--- config.mk ---
export PLATFORM = sky130hd
export DESIGN_NAME = bpc_corr
export DESIGN_NICKNAME = d
export VERILOG_FILES = /design/src/hw/rtl/bpc_pkg.sv /design/src/hw/rtl/bpc_corr.sv
export SDC_FILE = /design/constraint.sdc
export NUM_CORES = 2
export LEC_CHECK = 0
export BUFFER_PORTS_ARGS = -buffer_cell sky130_fd_sc_hd__buf_4
export CAP_MARGIN = 25
export CORE_AREA = 10 10 276 542
export CTS_CLUSTER_SIZE = 28
export DETAILED_ROUTE_END_ITERATION = 10
export DIE_AREA = 0 0 286 552
export GPL_TIMING_DRIVEN = 0
export SLEW_MARGIN = 20
export SYNTH_ARGS = -nofsm -noshare
export SYNTH_HDL_FRONTEND = slang
export SYNTH_SLANG_ARGS = --single-unit
--- constraint.sdc ---
create_clock -name clk -period 8.4 [get_ports clk]
set_input_delay 0.42 -clock clk [delete_from_list [all_inputs] [get_ports clk]]
set_output_delay 0.42 -clock clk [all_outputs]
set_load 0.005 [all_outputs]
--- src/hw/rtl/bpc_pkg.sv ---
// ----------------------------------------------------------------------------
// bpc_pkg: shared widths, register codes and stage payloads
// Types and constants for the barometric compensation pipeline.
// ----------------------------------------------------------------------------
package bpc_pkg;

  // Field widths
  localparam int RAW_W  = 24;               // raw conversion words
  localparam int CAL_W  = 16;               // calibration words
  localparam int IDX_W  = 3;                // configuration register index
  localparam int TOUT_W = 24;               // temperature result field
  localparam int P_W    = 32;               // pressure result field

  // Internal widths, sized from the value ranges
  localparam int DT_W    = RAW_W + 1;       // dT = D2 - tref*2^8
  localparam int MUL_W   = DT_W + CAL_W + 1; // dT times a calibration word
  localparam int DTSQ_W  = 2 * RAW_W;       // dT^2, never negative
  localparam int TEMP_W  = 20;              // first-order temperature
  localparam int T2_W    = 17;              // second-order temperature term
  localparam int SQ_W    = 35;              // (TEMP-2000)^2 and (TEMP+1500)^2
  localparam int KSQ_W   = SQ_W + 6;        // square times a six-bit constant
  localparam int OS_W    = 44;              // offset and sensitivity
  localparam int SPLIT_W = 20;              // low slice of SENS for the D1 product
  localparam int PROD_W  = 64;              // D1 * SENS
  localparam int ACC_W   = 45;              // D1*SENS/2^21 - OFF

  // Scaling shifts
  localparam int TS_SHIFT   = 23;
  localparam int T2H_SHIFT  = 38;
  localparam int T2L_SHIFT  = 33;
  localparam int OTCO_SHIFT = 6;
  localparam int STCO_SHIFT = 7;
  localparam int OFF_SHIFT  = 17;
  localparam int SENS_SHIFT = 16;
  localparam int K2_SHIFT   = 4;
  localparam int D1_SHIFT   = 21;
  localparam int P_SHIFT    = 15;

  // Temperature thresholds in hundredths of a degree
  localparam logic signed [TEMP_W-1:0] TEMP_REF  = 20'sd2000;
  localparam logic signed [TEMP_W-1:0] TEMP_VLOW = 20'sd1500;

  // Second-order coefficients
  localparam logic [5:0] OFF2_LOW_K   = 6'd61;
  localparam logic [5:0] SENS2_LOW_K  = 6'd29;
  localparam logic [5:0] OFF2_VLOW_K  = 6'd17;
  localparam logic [5:0] SENS2_VLOW_K = 6'd9;

  // Configuration register indexes
  localparam logic [IDX_W-1:0] REG_CAL_SENS       = 3'd0;
  localparam logic [IDX_W-1:0] REG_CAL_OFFSET     = 3'd1;
  localparam logic [IDX_W-1:0] REG_CAL_SENS_TCO   = 3'd2;
  localparam logic [IDX_W-1:0] REG_CAL_OFFSET_TCO = 3'd3;
  localparam logic [IDX_W-1:0] REG_CAL_TREF       = 3'd4;
  localparam logic [IDX_W-1:0] REG_CAL_TEMPSENS   = 3'd5;
  localparam logic [IDX_W-1:0] REG_CAL_LOADED     = 3'd6;

  typedef struct packed {
    logic [CAL_W-1:0] sens;
    logic [CAL_W-1:0] offset;
    logic [CAL_W-1:0] sens_tco;
    logic [CAL_W-1:0] offset_tco;
    logic [CAL_W-1:0] tref;
    logic [CAL_W-1:0] tempsens;
    logic             loaded;
  } cal_t;

  // Front section to correction section
  typedef struct packed {
    logic                     ok;
    logic [RAW_W-1:0]         d1;
    logic signed [TEMP_W-1:0] temp;
    logic [T2_W-1:0]          t2;
    logic signed [OS_W-1:0]   off1;
    logic signed [OS_W-1:0]   sens1;
  } front_t;

  // Correction section to pressure section
  typedef struct packed {
    logic                     ok;
    logic [RAW_W-1:0]         d1;
    logic signed [TOUT_W-1:0] tout;
    logic signed [OS_W-1:0]   off;
    logic signed [OS_W-1:0]   sens;
  } corr_t;

  typedef struct packed {
    logic                     result_valid;
    logic signed [TOUT_W-1:0] temperature_centi;
    logic signed [P_W-1:0]    pressure_centi;
  } result_t;

endpackage

--- src/hw/rtl/bpc_corr.sv ---
// ----------------------------------------------------------------------------
// bpc_corr: low and very-low temperature corrections
// Three register stages: squares, OFF2/SENS2, corrected OFF and SENS.
// ----------------------------------------------------------------------------
module bpc_corr import bpc_pkg::*; (
  input  logic   clk,
  input  logic   rst,
  input  logic   in_valid,
  output logic   in_ready,
  input  front_t in_data,
  output logic   out_valid,
  input  logic   out_ready,
  output corr_t  out_data
);

  logic [2:0] v;
  logic [2:0] en;

  // stage 4
  logic signed [TEMP_W-1:0]   tx_c, ty_c;
  logic signed [2*TEMP_W-1:0] txsq_c, tysq_c;
  logic signed [TEMP_W:0]     tdiff_c;
  logic                       s4_ok, s4_low, s4_vlow;
  logic [RAW_W-1:0]           s4_d1;
  logic signed [TOUT_W-1:0]   s4_tout;
  logic signed [OS_W-1:0]     s4_off1, s4_sens1;
  logic [SQ_W-1:0]            s4_txsq, s4_tysq;

  // stage 5
  logic [KSQ_W-1:0]       off2_low, sens2_low, off2_vlow, sens2_vlow;
  logic [OS_W-1:0]        off2_c, sens2_c;
  logic                   s5_ok;
  logic [RAW_W-1:0]       s5_d1;
  logic signed [TOUT_W-1:0] s5_tout;
  logic signed [OS_W-1:0] s5_off1, s5_sens1;
  logic [OS_W-1:0]        s5_off2, s5_sens2;

  corr_t s6;

  assign en[2]     = !v[2] || out_ready;
  assign en[1]     = !v[1] || en[2];
  assign en[0]     = !v[0] || en[1];
  assign in_ready  = en[0];
  assign out_valid = v[2];
  assign out_data  = s6;

  always_ff @(posedge clk) begin
    if (rst) begin
      v <= '0;
    end else begin
      if (en[0]) v[0] <= in_valid;
      if (en[1]) v[1] <= v[0];
      if (en[2]) v[2] <= v[1];
    end
  end

  assign tx_c   = in_data.temp - TEMP_REF;
  assign ty_c   = in_data.temp + TEMP_VLOW;
  assign txsq_c = (2*TEMP_W)'(tx_c) * (2*TEMP_W)'(tx_c);
  assign tysq_c = (2*TEMP_W)'(ty_c) * (2*TEMP_W)'(ty_c);
  // TEMP - T2 stays far inside the 24-bit field, so sign extension is the saturation
  assign tdiff_c = $signed({in_data.temp[TEMP_W-1], in_data.temp})
                 - $signed({{(TEMP_W+1-T2_W){1'b0}}, in_data.t2});

  assign off2_low   = KSQ_W'(s4_txsq) * KSQ_W'(OFF2_LOW_K);
  assign sens2_low  = KSQ_W'(s4_txsq) * KSQ_W'(SENS2_LOW_K);
  assign off2_vlow  = KSQ_W'(s4_tysq) * KSQ_W'(OFF2_VLOW_K);
  assign sens2_vlow = KSQ_W'(s4_tysq) * KSQ_W'(SENS2_VLOW_K);

  always_comb begin
    off2_c  = '0;
    sens2_c = '0;
    if (s4_low) begin
      off2_c  = OS_W'(off2_low >> K2_SHIFT);
      sens2_c = OS_W'(sens2_low >> K2_SHIFT);
      if (s4_vlow) begin
        off2_c  = off2_c + OS_W'(off2_vlow);
        sens2_c = sens2_c + OS_W'(sens2_vlow);
      end
    end
  end

  always_ff @(posedge clk) begin
    if (en[0]) begin
      s4_ok    <= in_data.ok;
      s4_d1    <= in_data.d1;
      s4_low   <= in_data.temp < TEMP_REF;
      s4_vlow  <= in_data.temp < -TEMP_VLOW;
      s4_tout  <= TOUT_W'(tdiff_c);
      s4_off1  <= in_data.off1;
      s4_sens1 <= in_data.sens1;
      s4_txsq  <= txsq_c[SQ_W-1:0];
      s4_tysq  <= tysq_c[SQ_W-1:0];
    end
    if (en[1]) begin
      s5_ok    <= s4_ok;
      s5_d1    <= s4_d1;
      s5_tout  <= s4_tout;
      s5_off1  <= s4_off1;
      s5_sens1 <= s4_sens1;
      s5_off2  <= off2_c;
      s5_sens2 <= sens2_c;
    end
    if (en[2]) begin
      s6.ok   <= s5_ok;
      s6.d1   <= s5_d1;
      s6.tout <= s5_tout;
      s6.off  <= s5_off1 - $signed(s5_off2);
      s6.sens <= s5_sens1 - $signed(s5_sens2);
    end
  end

endmodule

Yosys cells after proc, flatten, opt, wreduce, memory -nomap -nowiden
Cells that the tools add are included.

$add $sub $neg: 7. $lt $le $gt $ge: 2. Multipliers: 6. Muxes and demuxes: 2. Reduce and logical (&&, ||, !) cells: 7.

Operators with widths (count): $mul A35 B5 Y40 const B (2); $mul A20 B20 Y35 (2); $sub A44 B41 Y44 (1); $sub A44 B42 Y44 (1); $add A37 B40 Y41 (1); $mul A35 B6 Y41 const B (1); $add A36 B39 Y40 (1); $lt A20 B12 Y1 const B (2); $mul A35 B4 Y39 const B (1); $mux W37 (1); $mux W36 (1); $sub A20 B18 Y21 (1); $add A20 B12 Y20 const B (1); $sub A20 B12 Y20 const B (1); $logic_not A1 Y1 (3); $logic_or A1 B1 Y1 (3); $reduce_and A2 Y1 (1).

Input port bits: 154. Word-level logic and storage cells: 50. Flip-flop bits (word level): 558. Output and inout bits: 139.

Depth between registers and ports, before layout
Depth after elaboration: 4. Gate-level depth with buffers: 37. Depth with buffers taken out: 35.

Worst setup path after synthesis
No wires, ideal clock.

Path kind: in2reg. Start: input port in_data[107] in the netlist's numbering. End: register s4_tysq[34], data pin. Path buffers: 2. Data required time: 8.136 ns. Setup time: 0.264 ns. Cell stages on the path: 35. Setup slack: -0.658 ns. Data arrival time: 8.794 ns. Cells stage by stage: inv_1 clkbuf_1 ha_1 inv_1 a21o_1 o41ai_1 inv_1 o21ai_0 xor2_1 inv_1 buf_1 nand2_1 inv_1 fa_1 inv_1 fa_1 inv_1 fa_1 inv_1 fa_1 fa_1 fa_1 inv_1 fa_1 ha_1 a211o_1 a21oi_1 nand2_1 nor3_1 o22ai_1 o41a_1 a21o_1 a21oi_1 o31ai_1 xnor2_1.

Word-level cells in the longest chain between the ends: 2.

Ends and longest elaborated chain: from (decl) (RTL line bpc_corr.sv:10) `input front_t in_data,`; $add A20 B12 Y20 (RTL line bpc_corr.sv:58) `assign ty_c = in_data.temp + TEMP_VLOW;`; $mul A20 B20 Y35 (RTL line bpc_corr.sv:60) `assign tysq_c = (2*TEMP_W)'(ty_c) * (2*TEMP_W)'(ty_c);`; net tysq_c[34] (RTL line bpc_corr.sv:21) `logic signed [2*TEMP_W-1:0] txsq_c, tysq_c;`; to (signal assigned) (RTL line bpc_corr.sv:93) `s4_tysq <= tysq_c[SQ_W-1:0];`; to (decl) (RTL line bpc_corr.sv:27) `logic [SQ_W-1:0] s4_txsq, s4_tysq;`.

The timed path passes the listed nets, and every way through them passes these cells. A chain may end at the register's enable or synchronous reset.

Worst setup path after layout
Start: input port in_data[109] in the netlist's numbering. End: register s4_txsq[34], data pin.

Word-level cells in the longest chain between the ends: 2.

Ends and longest elaborated chain: $sub A20 B12 Y20 (RTL line bpc_corr.sv:57) `assign tx_c = in_data.temp - TEMP_REF;`; $mul A20 B20 Y35 (RTL line bpc_corr.sv:59) `assign txsq_c = (2*TEMP_W)'(tx_c) * (2*TEMP_W)'(tx_c);`; net txsq_c[34] (RTL line bpc_corr.sv:21); to (signal assigned) (RTL line bpc_corr.sv:92) `s4_txsq <= txsq_c[SQ_W-1:0];`; to (decl) (RTL line bpc_corr.sv:27).

The timed path passes the listed nets, and every way through them passes these cells.

==> out/results.ini <==
[grt]
pin_count_of_the_biggest_net_entering_global_routing = 89
first_global_vias = 48490
antenna_found_initial = 2
globalRouteOverflowTotal = 0
grt_use_total_pct = 22.61
first_pass_grt_wire_length_mm = 272.5

[drt]
drt_pass1_iterations = 5
number_of_nets_with_antenna_violations_after_detailed_routing = 0
vias = 43410
drc_errors = 0
drt-initial-drc-count = 1945
drt-vias-per-instance = 5.141
drt_wl_total_mm = 178.2
route.detailed.wl_per_inst_um = 21.11

[place]
place.detailed.hpwl_mm = 149.2
placement.setup.worst_slack_ns = -2.737
placement.io_buffers = 290
finalWeightedCongestion = 0.9593
postPlaceCellArea_um2 = 66390

[min_path]
min_path_cells = 3
hp-class = input pin to flop
min-delay-start = in_data[88]
worst_hold_path.endpoint = s4_tout[0]

[worst_setup_path]
cp_slowest_stage_delay_ns = 0.64
timing.critical_path.arrival_ns = 8.74
worstReg2RegEnd = s5_off2[39]
r2r.worst_path.cells = 33
reg2reg_slack_ns = 0.16
worst_setup_path_end_kind = flop
regToRegStartpoint = s4_txsq[10]
timing.critical_path.from_type = input pin
criticalPathCategory = input pin to flop
critical_path.max_fanout = 10
crit_path_frequent_cell = sky130_fd_sc_hd__fa_1
slowest_stage = sky130_fd_sc_hd__fa_2
critPathRequiredTime_ns = 8.78

[timing]
finalMaxSlewViolations = 0
max_slew_margin_pct = 21.66
rsz0062_at_grt = true
final.min_clock_period_ns = 8.360
maxClockFrequency_mhz = 119.6
final.setup.worst_slack_ns = 0.03956
min_period_over_period_pct = 99.53
setup_viol = 0
report.final.hold_viol_count = 0
worst_pin_slew_ns = 1.175
finalSetupTns_ns = 0
timing.clock.skew_ns = 0.04204

[logic_synthesis]
synth_async_sr_flop_share_pct = 0
synth.yosys.warnings = 0
dominantRegCellSynth = sky130_fd_sc_hd__edfxtp_1
avgSynthCellArea_um2 = 10.38
netlist_instances = 5913
number_of_synthesized_flops_with_an_enable_pin = 549
yosysSeqAreaShare_pct = 26.97
syn_area_um2 = 61350
synth.lib_cells_used.distinct = 81
postSynthNetCount = 7561
synth-seq-cells = 552

[floorplan]
die_height_um = 552
core_um2 = 141000
number_of_rows_in_the_core_area = 195
full_die_area_um2 = 157900
start_util_pct = 43.51
fp.dieW_um = 286
design.portCount = 293

[cells_and_area]
layout-drive-gt1-share_pct = 12.67
final_net_count = 8172
syn2layout_area_growth_pct = 17.62
fin_area_um2 = 72160

[clocking]
tritoncts_clock_tree = done
worst_path_clk_slew_ns = 0.07
cts_max_path_buffers = 3
numClockSinks = 552
cts_inserted_buffers = 55
clock_latency_ns = 0.69
cts_root_buf = sky130_fd_sc_hd__clkbuf_16
htree_num_levels = 2

[job]
max_cap_viol_count = 0

[outcome]
status = finished clean

[Yosys cell counts, types with 12 or more instances]
master,n,area [um^2]
sky130_fd_sc_hd__a211o_1,14,122.6
sky130_fd_sc_hd__a211oi_1,40,300.3
sky130_fd_sc_hd__a21o_1,134,1006
sky130_fd_sc_hd__a21oi_1,253,1266
sky130_fd_sc_hd__a22o_1,15,131.4
sky130_fd_sc_hd__a31oi_1,23,143.9
sky130_fd_sc_hd__and2_1,12,75.07
sky130_fd_sc_hd__and3_1,22,137.6
sky130_fd_sc_hd__clkbuf_1,83,311.6
sky130_fd_sc_hd__edfxtp_1,549,16490
sky130_fd_sc_hd__fa_1,876,17540
sky130_fd_sc_hd__ha_1,618,7732
sky130_fd_sc_hd__inv_1,1443,5416
sky130_fd_sc_hd__mux2i_1,17,170.2
sky130_fd_sc_hd__nand2_1,350,1314
sky130_fd_sc_hd__nand2b_1,46,287.8
sky130_fd_sc_hd__nand3_1,51,255.2
sky130_fd_sc_hd__nand4_1,23,143.9
sky130_fd_sc_hd__nor2_1,411,1543
sky130_fd_sc_hd__nor2b_1,31,193.9
sky130_fd_sc_hd__nor3_1,54,270.3
sky130_fd_sc_hd__nor3b_1,12,90.09
sky130_fd_sc_hd__o211ai_1,24,180.2
sky130_fd_sc_hd__o21a_1,58,435.4
sky130_fd_sc_hd__o21ai_0,157,785.8
sky130_fd_sc_hd__o21bai_1,36,270.3
sky130_fd_sc_hd__o31ai_1,27,202.7
sky130_fd_sc_hd__or2_2,13,81.33
sky130_fd_sc_hd__or3_1,19,118.9
sky130_fd_sc_hd__xnor2_1,252,2207
sky130_fd_sc_hd__xor2_1,94,823.3
[flip-flops by register name, summed over array words and instances (netlist names), 33 cells and up]
signal	count
s5_sens1	44
s5_off1	44
s4_off1	44
out_data	134
s4_txsq	33
s5_sens2	39
s4_sens1	44
s5_off2	40
s4_tysq	33
[stage by stage]
step	utilization, %	std cells	hold WS, ns
after floorplan	-	5913	0.4003
after global placement	46.81	8074	0.4005
after detailed placement	47.08	8092	0.4045
after CTS	50.24	8363	0.08674
after global routing	51.17	8441	0.1325
final	51.17	8443	0.1325
[critical path: cells and delay by family]
family	cells	cell delay, ns
buf+inv	9	0.98
fa+ha+maj	8	4.09
compound gates	7	1.45
xor+xnor	2	0.32
simple gates	6	1.42
[worst max path at each step]
stage | start | to | slack [ns]
3_3_place_gp | in_data[109] | s4_txsq[33] | -2.75
6_report | in_data[109] | s4_txsq[34] | 0.04
3_5_place_dp | in_data[109] | s4_txsq[33] | -2.74
2_1_floorplan | in_data[109] | s4_tysq[34] | 0.003
4_1_cts | in_data[109] | s4_txsq[34] | 0.001
5_1_grt | in_data[109] | s4_txsq[34] | -0.19
[final cells by class]
cell class | count | area [um^2]
buffer | 81 | 506.7
clock inverter | 32 | 362.8
sequential | 552 | 16550
clock buffer | 70 | 1504
fill | 12740 | 68860
inverter | 1451 | 5498
tap | 1871 | 2341
timing repair buffer | 568 | 4848
antenna | 3 | 7.507
multi-input combinational | 3815 | 40550
[layer usage]
layer | track usage, % | vias to the layer above | part of all wire [%]
li1 | - | 20200 | -
met1 | 19.82 | 21560 | 31
met2 | 45.26 | 1097 | 56
met3 | 1.918 | 551 | 3.2
met4 | 18.21 | 0 | 9.6
met5 | 0 | - | 0
[timing repair]
action                                  in CTS  in global routing
endpoints found under the hold margin      117                  0
pin swaps                                   59                 74
hold buffers                               116                  0
gates resized for setup                    206                168
buffers inserted                            65                 78
endpoints found under the setup margin      52                 27
gates cloned                                 0                  0
[cell usage in the layout (no fill, tap or decap), types with 36 or more instances in the layout]
| master | n |
|---|---|
| sky130_fd_sc_hd__ha_1 | 587 |
| sky130_fd_sc_hd__xor2_1 | 82 |
| sky130_fd_sc_hd__inv_1 | 1420 |
| sky130_fd_sc_hd__clkbuf_1 | 51 |
| sky130_fd_sc_hd__o21a_1 | 56 |
| sky130_fd_sc_hd__nand2_1 | 339 |
| sky130_fd_sc_hd__a21oi_1 | 231 |
| sky130_fd_sc_hd__a21o_1 | 133 |
| sky130_fd_sc_hd__o21ai_0 | 146 |
| sky130_fd_sc_hd__nand3_1 | 50 |
| sky130_fd_sc_hd__buf_4 | 426 |
| sky130_fd_sc_hd__nor2_1 | 392 |
| sky130_fd_sc_hd__edfxtp_1 | 549 |
| sky130_fd_sc_hd__dlygate4sd3_1 | 116 |
| sky130_fd_sc_hd__fa_1 | 853 |
| sky130_fd_sc_hd__xnor2_1 | 230 |
| sky130_fd_sc_hd__clkbuf_16 | 59 |
| sky130_fd_sc_hd__a211oi_1 | 36 |
| sky130_fd_sc_hd__nand2b_1 | 44 |
| sky130_fd_sc_hd__nor3_1 | 50 |
[kinds of logic (layout without fill, tap and decap cells)]
group / Yosys count / in the layout / share of synthesized area (%)
buffers and inverters: 1546 / 2202 / 9.481
and+or+nand+nor: 1075 / 1075 / 7.741
xor gates and xnor gates: 347 / 347 / 4.966
adders and majority gates: 1494 / 1494 / 41.19
DFF: 552 / 552 / 26.97
muxes: 17 / 17 / 0.2773
AOI/OAI and AO/OA: 882 / 882 / 9.379
other: 0 / 3 / 0
Power is left out: the tool's default activity adds up to more than one toggle a clock period on the data nets, which glitch-free logic cannot reach.
