--- src/hw/rtl/bpc_pkg.sv ---
// ----------------------------------------------------------------------------
// bpc_pkg: shared widths, register codes and stage payloads
// Types and constants for the barometric compensation pipeline.
// ----------------------------------------------------------------------------
package bpc_pkg;

  // Field widths
  localparam int RAW_W  = 24;               // raw conversion words
  localparam int CAL_W  = 16;               // calibration words
  localparam int IDX_W  = 3;                // configuration register index
  localparam int TOUT_W = 24;               // temperature result field
  localparam int P_W    = 32;               // pressure result field

  // Internal widths, sized from the value ranges
  localparam int DT_W    = RAW_W + 1;       // dT = D2 - tref*2^8
  localparam int MUL_W   = DT_W + CAL_W + 1; // dT times a calibration word
  localparam int DTSQ_W  = 2 * RAW_W;       // dT^2, never negative
  localparam int TEMP_W  = 20;              // first-order temperature
  localparam int T2_W    = 17;              // second-order temperature term
  localparam int SQ_W    = 35;              // (TEMP-2000)^2 and (TEMP+1500)^2
  localparam int KSQ_W   = SQ_W + 6;        // square times a six-bit constant
  localparam int OS_W    = 44;              // offset and sensitivity
  localparam int SPLIT_W = 20;              // low slice of SENS for the D1 product
  localparam int PROD_W  = 64;              // D1 * SENS
  localparam int ACC_W   = 45;              // D1*SENS/2^21 - OFF

  // Scaling shifts
  localparam int TS_SHIFT   = 23;
  localparam int T2H_SHIFT  = 38;
  localparam int T2L_SHIFT  = 33;
  localparam int OTCO_SHIFT = 6;
  localparam int STCO_SHIFT = 7;
  localparam int OFF_SHIFT  = 17;
  localparam int SENS_SHIFT = 16;
  localparam int K2_SHIFT   = 4;
  localparam int D1_SHIFT   = 21;
  localparam int P_SHIFT    = 15;

  // Temperature thresholds in hundredths of a degree
  localparam logic signed [TEMP_W-1:0] TEMP_REF  = 20'sd2000;
  localparam logic signed [TEMP_W-1:0] TEMP_VLOW = 20'sd1500;

  // Second-order coefficients
  localparam logic [5:0] OFF2_LOW_K   = 6'd61;
  localparam logic [5:0] SENS2_LOW_K  = 6'd29;
  localparam logic [5:0] OFF2_VLOW_K  = 6'd17;
  localparam logic [5:0] SENS2_VLOW_K = 6'd9;

  // Configuration register indexes
  localparam logic [IDX_W-1:0] REG_CAL_SENS       = 3'd0;
  localparam logic [IDX_W-1:0] REG_CAL_OFFSET     = 3'd1;
  localparam logic [IDX_W-1:0] REG_CAL_SENS_TCO   = 3'd2;
  localparam logic [IDX_W-1:0] REG_CAL_OFFSET_TCO = 3'd3;
  localparam logic [IDX_W-1:0] REG_CAL_TREF       = 3'd4;
  localparam logic [IDX_W-1:0] REG_CAL_TEMPSENS   = 3'd5;
  localparam logic [IDX_W-1:0] REG_CAL_LOADED     = 3'd6;

  typedef struct packed {
    logic [CAL_W-1:0] sens;
    logic [CAL_W-1:0] offset;
    logic [CAL_W-1:0] sens_tco;
    logic [CAL_W-1:0] offset_tco;
    logic [CAL_W-1:0] tref;
    logic [CAL_W-1:0] tempsens;
    logic             loaded;
  } cal_t;

  // Front section to correction section
  typedef struct packed {
    logic                     ok;
    logic [RAW_W-1:0]         d1;
    logic signed [TEMP_W-1:0] temp;
    logic [T2_W-1:0]          t2;
    logic signed [OS_W-1:0]   off1;
    logic signed [OS_W-1:0]   sens1;
  } front_t;

  // Correction section to pressure section
  typedef struct packed {
    logic                     ok;
    logic [RAW_W-1:0]         d1;
    logic signed [TOUT_W-1:0] tout;
    logic signed [OS_W-1:0]   off;
    logic signed [OS_W-1:0]   sens;
  } corr_t;

  typedef struct packed {
    logic                     result_valid;
    logic signed [TOUT_W-1:0] temperature_centi;
    logic signed [P_W-1:0]    pressure_centi;
  } result_t;

endpackage

--- src/hw/rtl/bpc_press.sv ---
// ----------------------------------------------------------------------------
// bpc_press: pressure from D1, SENS and OFF
// Four register stages: split product, product sum, offset subtract, output.
// ----------------------------------------------------------------------------
module bpc_press import bpc_pkg::*; (
  input  logic    clk,
  input  logic    rst,
  input  logic    in_valid,
  output logic    in_ready,
  input  corr_t   in_data,
  output logic    out_valid,
  input  logic    out_ready,
  output result_t out_data
);

  localparam int PL_W = RAW_W + SPLIT_W;
  localparam int HI_W = OS_W - SPLIT_W;
  localparam int PH_W = RAW_W + 1 + HI_W;

  logic [3:0] v;
  logic [3:0] en;

  // stage 7: D1 times the low and high slices of SENS
  logic                     s7_ok;
  logic signed [TOUT_W-1:0] s7_tout;
  logic signed [OS_W-1:0]   s7_off;
  logic [PL_W-1:0]          s7_pl;
  logic signed [PH_W-1:0]   s7_ph;

  // stage 8
  logic                     s8_ok;
  logic signed [TOUT_W-1:0] s8_tout;
  logic signed [OS_W-1:0]   s8_off;
  logic signed [PROD_W-1:0] s8_prod;

  // stage 9
  logic signed [PROD_W-1:0] prod_b, prod_q;
  logic                     s9_ok;
  logic signed [TOUT_W-1:0] s9_tout;
  logic signed [ACC_W-1:0]  s9_acc;

  // stage 10
  logic signed [ACC_W-1:0]  acc_b, acc_q;
  result_t                  s10;

  assign en[3]     = !v[3] || out_ready;
  assign en[2]     = !v[2] || en[3];
  assign en[1]     = !v[1] || en[2];
  assign en[0]     = !v[0] || en[1];
  assign in_ready  = en[0];
  assign out_valid = v[3];
  assign out_data  = s10;

  always_ff @(posedge clk) begin
    if (rst) begin
      v <= '0;
    end else begin
      if (en[0]) v[0] <= in_valid;
      if (en[1]) v[1] <= v[0];
      if (en[2]) v[2] <= v[1];
      if (en[3]) v[3] <= v[2];
    end
  end

  // Truncate toward zero on both scalings
  assign prod_b = s8_prod
                + $signed({{(PROD_W-D1_SHIFT){1'b0}}, {D1_SHIFT{s8_prod[PROD_W-1]}}});
  assign prod_q = prod_b >>> D1_SHIFT;
  assign acc_b  = s9_acc
                + $signed({{(ACC_W-P_SHIFT){1'b0}}, {P_SHIFT{s9_acc[ACC_W-1]}}});
  assign acc_q  = acc_b >>> P_SHIFT;

  always_ff @(posedge clk) begin
    if (en[0]) begin
      s7_ok   <= in_data.ok;
      s7_tout <= in_data.tout;
      s7_off  <= in_data.off;
      s7_pl   <= PL_W'(in_data.d1) * PL_W'(in_data.sens[SPLIT_W-1:0]);
      s7_ph   <= PH_W'($signed({1'b0, in_data.d1}))
               * PH_W'($signed(in_data.sens[OS_W-1:SPLIT_W]));
    end
    if (en[1]) begin
      s8_ok   <= s7_ok;
      s8_tout <= s7_tout;
      s8_off  <= s7_off;
      s8_prod <= $signed({s7_ph[PROD_W-SPLIT_W-1:0], {SPLIT_W{1'b0}}})
               + $signed({{(PROD_W-PL_W){1'b0}}, s7_pl});
    end
    if (en[2]) begin
      s9_ok   <= s8_ok;
      s9_tout <= s8_tout;
      s9_acc  <= $signed(prod_q[ACC_W-1:0])
               - $signed({{(ACC_W-OS_W){s8_off[OS_W-1]}}, s8_off});
    end
    if (en[3]) begin
      // The pressure quotient stays inside 32 bits, so truncation is the saturation
      s10.result_valid      <= s9_ok;
      s10.temperature_centi <= s9_ok ? s9_tout : '0;
      s10.pressure_centi    <= s9_ok ? $signed(acc_q[P_W-1:0]) : '0;
    end
  end

endmodule

--- config.mk ---
export PLATFORM = sky130hd
export DESIGN_NAME = bpc_press
export DESIGN_NICKNAME = d
export VERILOG_FILES = /design/src/hw/rtl/bpc_pkg.sv /design/src/hw/rtl/bpc_press.sv
export SDC_FILE = /design/constraint.sdc
export NUM_CORES = 2
export LEC_CHECK = 0
export BUFFER_PORTS_ARGS = -buffer_cell sky130_fd_sc_hd__clkbuf_2
export CAP_MARGIN = 20
export CELL_PAD_IN_SITES_DETAIL_PLACEMENT = 2
export CELL_PAD_IN_SITES_GLOBAL_PLACEMENT = 2
export CORE_MARGIN = 3
export CORE_UTILIZATION = 46
export DETAILED_ROUTE_END_ITERATION = 8
export PLACE_DENSITY = 0.95
export SKIP_CTS_REPAIR_TIMING = 1
export SLEW_MARGIN = 20
export SYNTH_ARGS = -nofsm -noshare
export SYNTH_HDL_FRONTEND = slang
export SYNTH_SLANG_ARGS = --single-unit
--- constraint.sdc ---
create_clock -name clk -period 12.9 [get_ports clk]
set_input_delay 1.29 -clock clk [delete_from_list [all_inputs] [get_ports clk]]
set_output_delay 1.29 -clock clk [all_outputs]
set_load 0.01 [all_outputs]
Yosys cells after proc, flatten, opt, wreduce, memory -nomap -nowiden
Index checks and enable logic that the tools add are counted.

word-level totals
  bits in registers = 419
  input port bits = 141
  output and inout bits = 59
  logic and storage cells = 33

operators by class
  $add $sub $neg = 4
  multiply operators = 2
  reductions and logical operators = 8

operators by type and width
  kind                                            count
  64-bit by 22-bit adder with 64-bit output       1
  64-bit by 45-bit adder with 64-bit output       1
  45-bit by 16-bit adder with 45-bit output       1
  43-bit by 44-bit subtractor with 45-bit output  1
  24-bit by 20-bit multiplier with 44-bit output  1
  25-bit by 24-bit multiplier with 44-bit output  1
  1-bit logical NOT                               4
  1-bit logical OR                                4

Logic depth before layout (Yosys ltp)
  depth in word-level cells = 5
  depth in mapped cells = 27

Worst setup path before layout
OpenSTA, ideal clock, no wires.

  path type = input port to flip-flop
  start point = input in_data[133] in the netlist's numbering
  end point = register s7_ph[40], data pin
  library setup time = 0.261 ns
  arrival time = 7.484 ns
  data required time = 12.639 ns
  slack = 5.155 ns
  cell stages on the path = 25
  path buffers = 2
  cell sequence = clkbuf_1 -> clkbuf_1 -> nand2_1 -> fa_1 -> inv_1 -> fa_1 -> inv_1 -> fa_1 -> fa_1 -> inv_1 -> fa_1 -> fa_1 -> inv_1 -> fa_1 -> inv_1 -> ha_1 -> nand4_2 -> nor2_4 -> nand3_2 -> or3_1 -> o22ai_2 -> o211ai_1 -> a21boi_1 -> nor4_1 -> a311o_1

on the way
  cells in the longest elaborated chain, start to end = 1

ends and longest elaborated chain
  item                                            RTL line         source
  start: declaration                              bpc_press.sv:10  input corr_t in_data,
  25-bit by 24-bit multiplier with 44-bit output  bpc_press.sv:80  * PH_W'($signed(in_data.sens[OS_W-1:SPLIT_W]));
  end signal: assignment                          bpc_press.sv:79  s7_ph <= PH_W'($signed({1'b0, in_data.d1}))
  end: declaration                                bpc_press.sv:28  logic signed [PH_W-1:0] s7_ph;

No other way between the ends.
A chain may end at the register's enable or synchronous reset.

Worst setup path after layout
  start point = input in_data[121] in the netlist's numbering
  end point = register s7_ph[43], data pin

The elaborated chain is that of the path after synthesis.

==> results by stage <==
Route:
- In the routed design, unresolved DRC markers number 0.
- Wires add up to 281000 µm.
- The average vias per placed instance is 6.65.
- The detailed-routing iteration count for the pre-antenna-repair pass is 8.
- In the final routed layout, each cell accounts on average for 40.8 µm.
- The number of routed nets with antenna violations is 0.
- The detailed router's first-iteration violation count is 5467.
- Summing over every cut layer, the via total after detailed routing is 45.8k.

Outcome:
- The flow ran to the end, and the final reports show no timing, DRC or antenna violations.

Timing:
- The post-route setup TNS is 0 ns.
- The number of hold violations in the final report was 0.
- The final number of max-transition violations is 0.
- Setup repair after global routing left no endpoint under its margin.
- Setup violations remaining at the end of the flow were counted as 0.
- The worst path needs 10.56 ns of the cycle, external delays included.
- Timing would allow up to 94.7 MHz.
- The post-route clock skew is 0.101 ns.
- The slew at the pin closest to its max-slew limit is 1.34 ns.
- In this run the tightest slew margin relative to its limit is 9.76%.
- The final critical path takes up 81.9% of the cycle.

Global route:
- The global-route wire length before repair is 408000 µm.
- The total overflow reported by the global router is 0.
- Entering global routing, the biggest net connects 81 pins.
- The via count of the first global-routing pass is 53.8k.
- The number of antenna violations at the first check in global routing came to 36.
- The all-layer global routing usage is 47.9%.

Synthesis:
- The post-synthesis async set-or-reset flop share is 0%.
- In the synthesized netlist the dominant register cell turns out to be sky130_fd_sc_hd__edfxtp_1.
- The number of distinct library cells after synthesis is 86.
- Summed over all instances, the cell type with the most area after synthesis is sky130_fd_sc_hd__fa_1.
- After synthesis, the cell types taking the most area are sky130_fd_sc_hd__fa_1 (33%), sky130_fd_sc_hd__edfxtp_1 (23%), sky130_fd_sc_hd__ha_1 (10%).
- The average footprint of a synthesized cell is 10.1 µm².
- The number of enable-type register cells in the synthesized netlist is 415.
- In this run the biggest area consumer among cell types represents 32.8% of the synthesized area.
- The post-synthesis instance area is 53200 µm².
- The number of warnings printed during yosys synthesis is 0.
- Synthesis produced 5261 cells.
- The number of nets in the synthesized netlist is 6699.
- Sequential cells were found to cover 23.6% of the synthesized design area.
- Counting flops and latches in the post-synthesis netlist gives 419.

Setup path:
- The cell with the biggest individual delay on the critical path is sky130_fd_sc_hd__fa_1.
- Walking the worst path, the cells encountered are clkbuf_2, buf_4, nand2_1, fa_1, fa_1, inv_1, fa_1, inv_1, fa_1, inv_1, fa_1, fa_1, inv_1, fa_1, inv_1, ha_1, inv_1, nor2_1, and4_1, o21ai_0, a21oi_1, o21ai_0, a21oi_1, xnor2_1.
- On the worst path, the slowest cell contributes a delay of 0.84 ns.
- STA classifies the critical path startpoint as an input pin.
- The setup check on the worst reg-to-reg path leaves a slack of 6.09 ns.
- The critical path buffer and inverter count is 8.
- The end point of the critical path is s7_ph[43].
- The startpoint of the worst-slack reg-to-reg timing path is s8_prod[63].
- The setup path with the least slack is of type in -> reg.
- The kind of cell with the highest combined delay along the critical path is adder cells.
- Counting cells, the worst reg-to-reg path comes to 22.
- The arrival time at the worst endpoint is 10.94 ns.
- The cell occurring most often along the worst timing path is sky130_fd_sc_hd__fa_1.
- STA classifies the critical path endpoint as a register.
- The number of gates on the worst path with buffers counted is 24.
- At the worst endpoint, the required time is 13.28 ns.
- In this run the worst setup path begins at in_data[121].
- The largest fanout on the critical path is 25.
- The end of the worst register-to-register path is s9_acc[39].

Clock network:
- Clock-pin slew was measured on the worst setup and hold paths at 0.06 ns.
- Clock tree synthesis selected as its root buffer the cell sky130_fd_sc_hd__clkbuf_16.
- The total clock sinks is 419.
- The clock latency on the worst-skew pair is 0.68 ns.
- The maximum level of the CTS H-tree is 2.
- Clock tree synthesis inserted a total of 46 buffers.
- In this run the deepest clock path goes through 3 buffers.
- The clock tree from TritonCTS is yes.

Floorplanning:
- The initialized floorplan defines 124 standard-cell rows.
- From bottom edge to top edge, the die measures 346 µm.
- The floorplan step defined a core boundary enclosing 115000 µm².
- The die is 346 µm wide.
- 200 I/O pins were placed.
- The effective utilization at floorplan is 46.5%.
- The area of the die is 120000 µm².

Place:
- At the end of routability-driven placement, the weighted congestion stood at 0.855.
- Summed over all nets, the half-perimeter wirelength after detailed placement is 186000 µm.
- The cell area after placement is 55500 µm².
- The count of buffers added on input and output ports is 199.

Cells and area:
- Of the cells placed in the final design, the portion with a size suffix greater than 1 is 6.42%.
- In the final layout, the multi-input gates occupy 35900 µm².
- After routing the design area is 57100 µm².
- The register area is 12500 µm².
- The fill cell instance count of the final layout is 11.7k.
- The number of nets in the layout is 6746.
- The area added between synthesis and finish is 7.22%.

Hold path:
- The startpoint of the lowest-slack hold path is s7_off[5].
- The path category of the worst min-delay check is reg -> reg.

Flow run:
- The number of max-cap violations is 0.
## worst min path at each step
stage          depth (start not counted)    endpoint  slack, ns
3_3_place_gp                           0  s8_tout[5]       0.40
4_1_cts                                0   s8_off[5]       0.42
3_5_place_dp                           0   s8_off[1]       0.41
2_1_floorplan                          0   s8_off[0]       0.40
6_report                               0   s8_off[5]       0.41
5_1_grt                                0   s8_off[1]       0.42
## area by class of cell
| cell class | instances | area share, % |
|---|---|---|
| clock inverter | 29 | 0.515 |
| inverter | 1048 | 6.90 |
| tap | 1512 | 3.31 |
| clock buffer | 54 | 2.07 |
| sequential | 419 | 22.0 |
| multi-input combinational | 3562 | 62.9 |
| timing repair buffer | 231 | 2.21 |
| antenna | 28 | 0.123 |
## cell usage after synthesis, types with 15 or more instances
cell type	count
sky130_fd_sc_hd__and3_1	33
sky130_fd_sc_hd__a21o_1	74
sky130_fd_sc_hd__o21a_1	22
sky130_fd_sc_hd__and2_1	560
sky130_fd_sc_hd__nor3_1	25
sky130_fd_sc_hd__inv_1	1048
sky130_fd_sc_hd__nor2b_1	29
sky130_fd_sc_hd__xor2_1	63
sky130_fd_sc_hd__fa_1	872
sky130_fd_sc_hd__nand2_1	654
sky130_fd_sc_hd__nand4_1	31
sky130_fd_sc_hd__o21ai_0	56
sky130_fd_sc_hd__ha_1	425
sky130_fd_sc_hd__nand2b_1	22
sky130_fd_sc_hd__o21bai_1	27
sky130_fd_sc_hd__clkbuf_1	223
sky130_fd_sc_hd__a211oi_1	17
sky130_fd_sc_hd__xnor2_1	169
sky130_fd_sc_hd__edfxtp_1	415
sky130_fd_sc_hd__nand3_1	70
sky130_fd_sc_hd__nor2_1	106
sky130_fd_sc_hd__o21ai_1	15
sky130_fd_sc_hd__a21oi_1	137
## worst reg2reg max path, stage by stage, from the launching register on
cell and delay [ns]:
sky130_fd_sc_hd__edfxtp_1 0.53, sky130_fd_sc_hd__buf_16 0.25, sky130_fd_sc_hd__ha_1 0.37, sky130_fd_sc_hd__and3_1 0.25, sky130_fd_sc_hd__nand3_1 0.11, sky130_fd_sc_hd__a21oi_1 0.22
sky130_fd_sc_hd__o21ai_1 0.15, sky130_fd_sc_hd__o31ai_1 0.30, sky130_fd_sc_hd__a21oi_1 0.07, sky130_fd_sc_hd__buf_4 0.22, sky130_fd_sc_hd__nor2_1 0.38, sky130_fd_sc_hd__buf_4 0.33
sky130_fd_sc_hd__nand3_1 0.13, sky130_fd_sc_hd__xnor2_1 0.27, sky130_fd_sc_hd__ha_1 0.41, sky130_fd_sc_hd__o21a_1 0.24, sky130_fd_sc_hd__o2111ai_1 0.47, sky130_fd_sc_hd__o2111ai_2 0.38
sky130_fd_sc_hd__a41oi_2 0.39, sky130_fd_sc_hd__a211oi_2 0.14, sky130_fd_sc_hd__nor3_2 0.47, sky130_fd_sc_hd__o21ai_1 0.20, sky130_fd_sc_hd__xor2_1 0.21
## sequential cells by signal, summed over array words and instances (netlist names)
register and cells:
s8_off 44, s9_ok 1, s9_tout 24, s8_ok 1, s7_pl 44, s9_acc 45, v 4, s7_tout 24
s7_ok 1, s7_off 44, s7_ph 44, out_data 55, s8_tout 24, s8_prod 64
## cells in the final DEF, fill, tap and decap left out, types with 30 or more instances in the layout
| cell | netlist | routed |
|---|---|---|
| sky130_fd_sc_hd__a21o_1 | 74 | 74 |
| sky130_fd_sc_hd__a21oi_1 | 137 | 137 |
| sky130_fd_sc_hd__and2_1 | 560 | 560 |
| sky130_fd_sc_hd__and3_1 | 33 | 33 |
| sky130_fd_sc_hd__buf_4 | 3 | 30 |
| sky130_fd_sc_hd__clkbuf_16 | 0 | 46 |
| sky130_fd_sc_hd__clkbuf_2 | 1 | 199 |
| sky130_fd_sc_hd__edfxtp_1 | 415 | 415 |
| sky130_fd_sc_hd__fa_1 | 872 | 872 |
| sky130_fd_sc_hd__ha_1 | 425 | 425 |
| sky130_fd_sc_hd__inv_1 | 1048 | 1046 |
| sky130_fd_sc_hd__nand2_1 | 654 | 652 |
| sky130_fd_sc_hd__nand3_1 | 70 | 70 |
| sky130_fd_sc_hd__nand4_1 | 31 | 31 |
| sky130_fd_sc_hd__nor2_1 | 106 | 106 |
| sky130_fd_sc_hd__o21ai_0 | 56 | 56 |
| sky130_fd_sc_hd__xnor2_1 | 169 | 169 |
| sky130_fd_sc_hd__xor2_1 | 63 | 63 |
## kinds of logic after synthesis
group,count (synthesis),synth area share (%)
flops,419,23.6
xor+xnor,232,3.82
compound gates,457,5.87
simple gates,1576,14.9
buf+inv,1280,9.06
fa+ha+maj,1297,42.8
## stage by stage
step | hold WS (ns) | util (%) | std cells | setup slack, ns
finish | 0.414 | 49.8 | 6883 | 2.34
global placement | 0.400 | 48.5 | 6771 | 4.12
floorplan | 0.400 | - | 5261 | 5.15
global route | 0.423 | 49.8 | 6861 | 1.81
detailed placement | 0.408 | 48.5 | 6771 | 3.23
CTS | 0.416 | 49.7 | 6854 | 3.72
## per-layer routing
layer | vias to the layer above | global-route usage [%] | share of wire [%]
li1 | 16500 | - | -
met1 | 23100 | 46.1 | 30
met5 | - | 2.32 | 0.098
met2 | 4055 | 75.0 | 46
met4 | 22 | 46.3 | 13
met3 | 2179 | 22.1 | 11
Power is not shown: default switching activity piles up to over one toggle a cycle in this logic, so the estimate is an artifact.
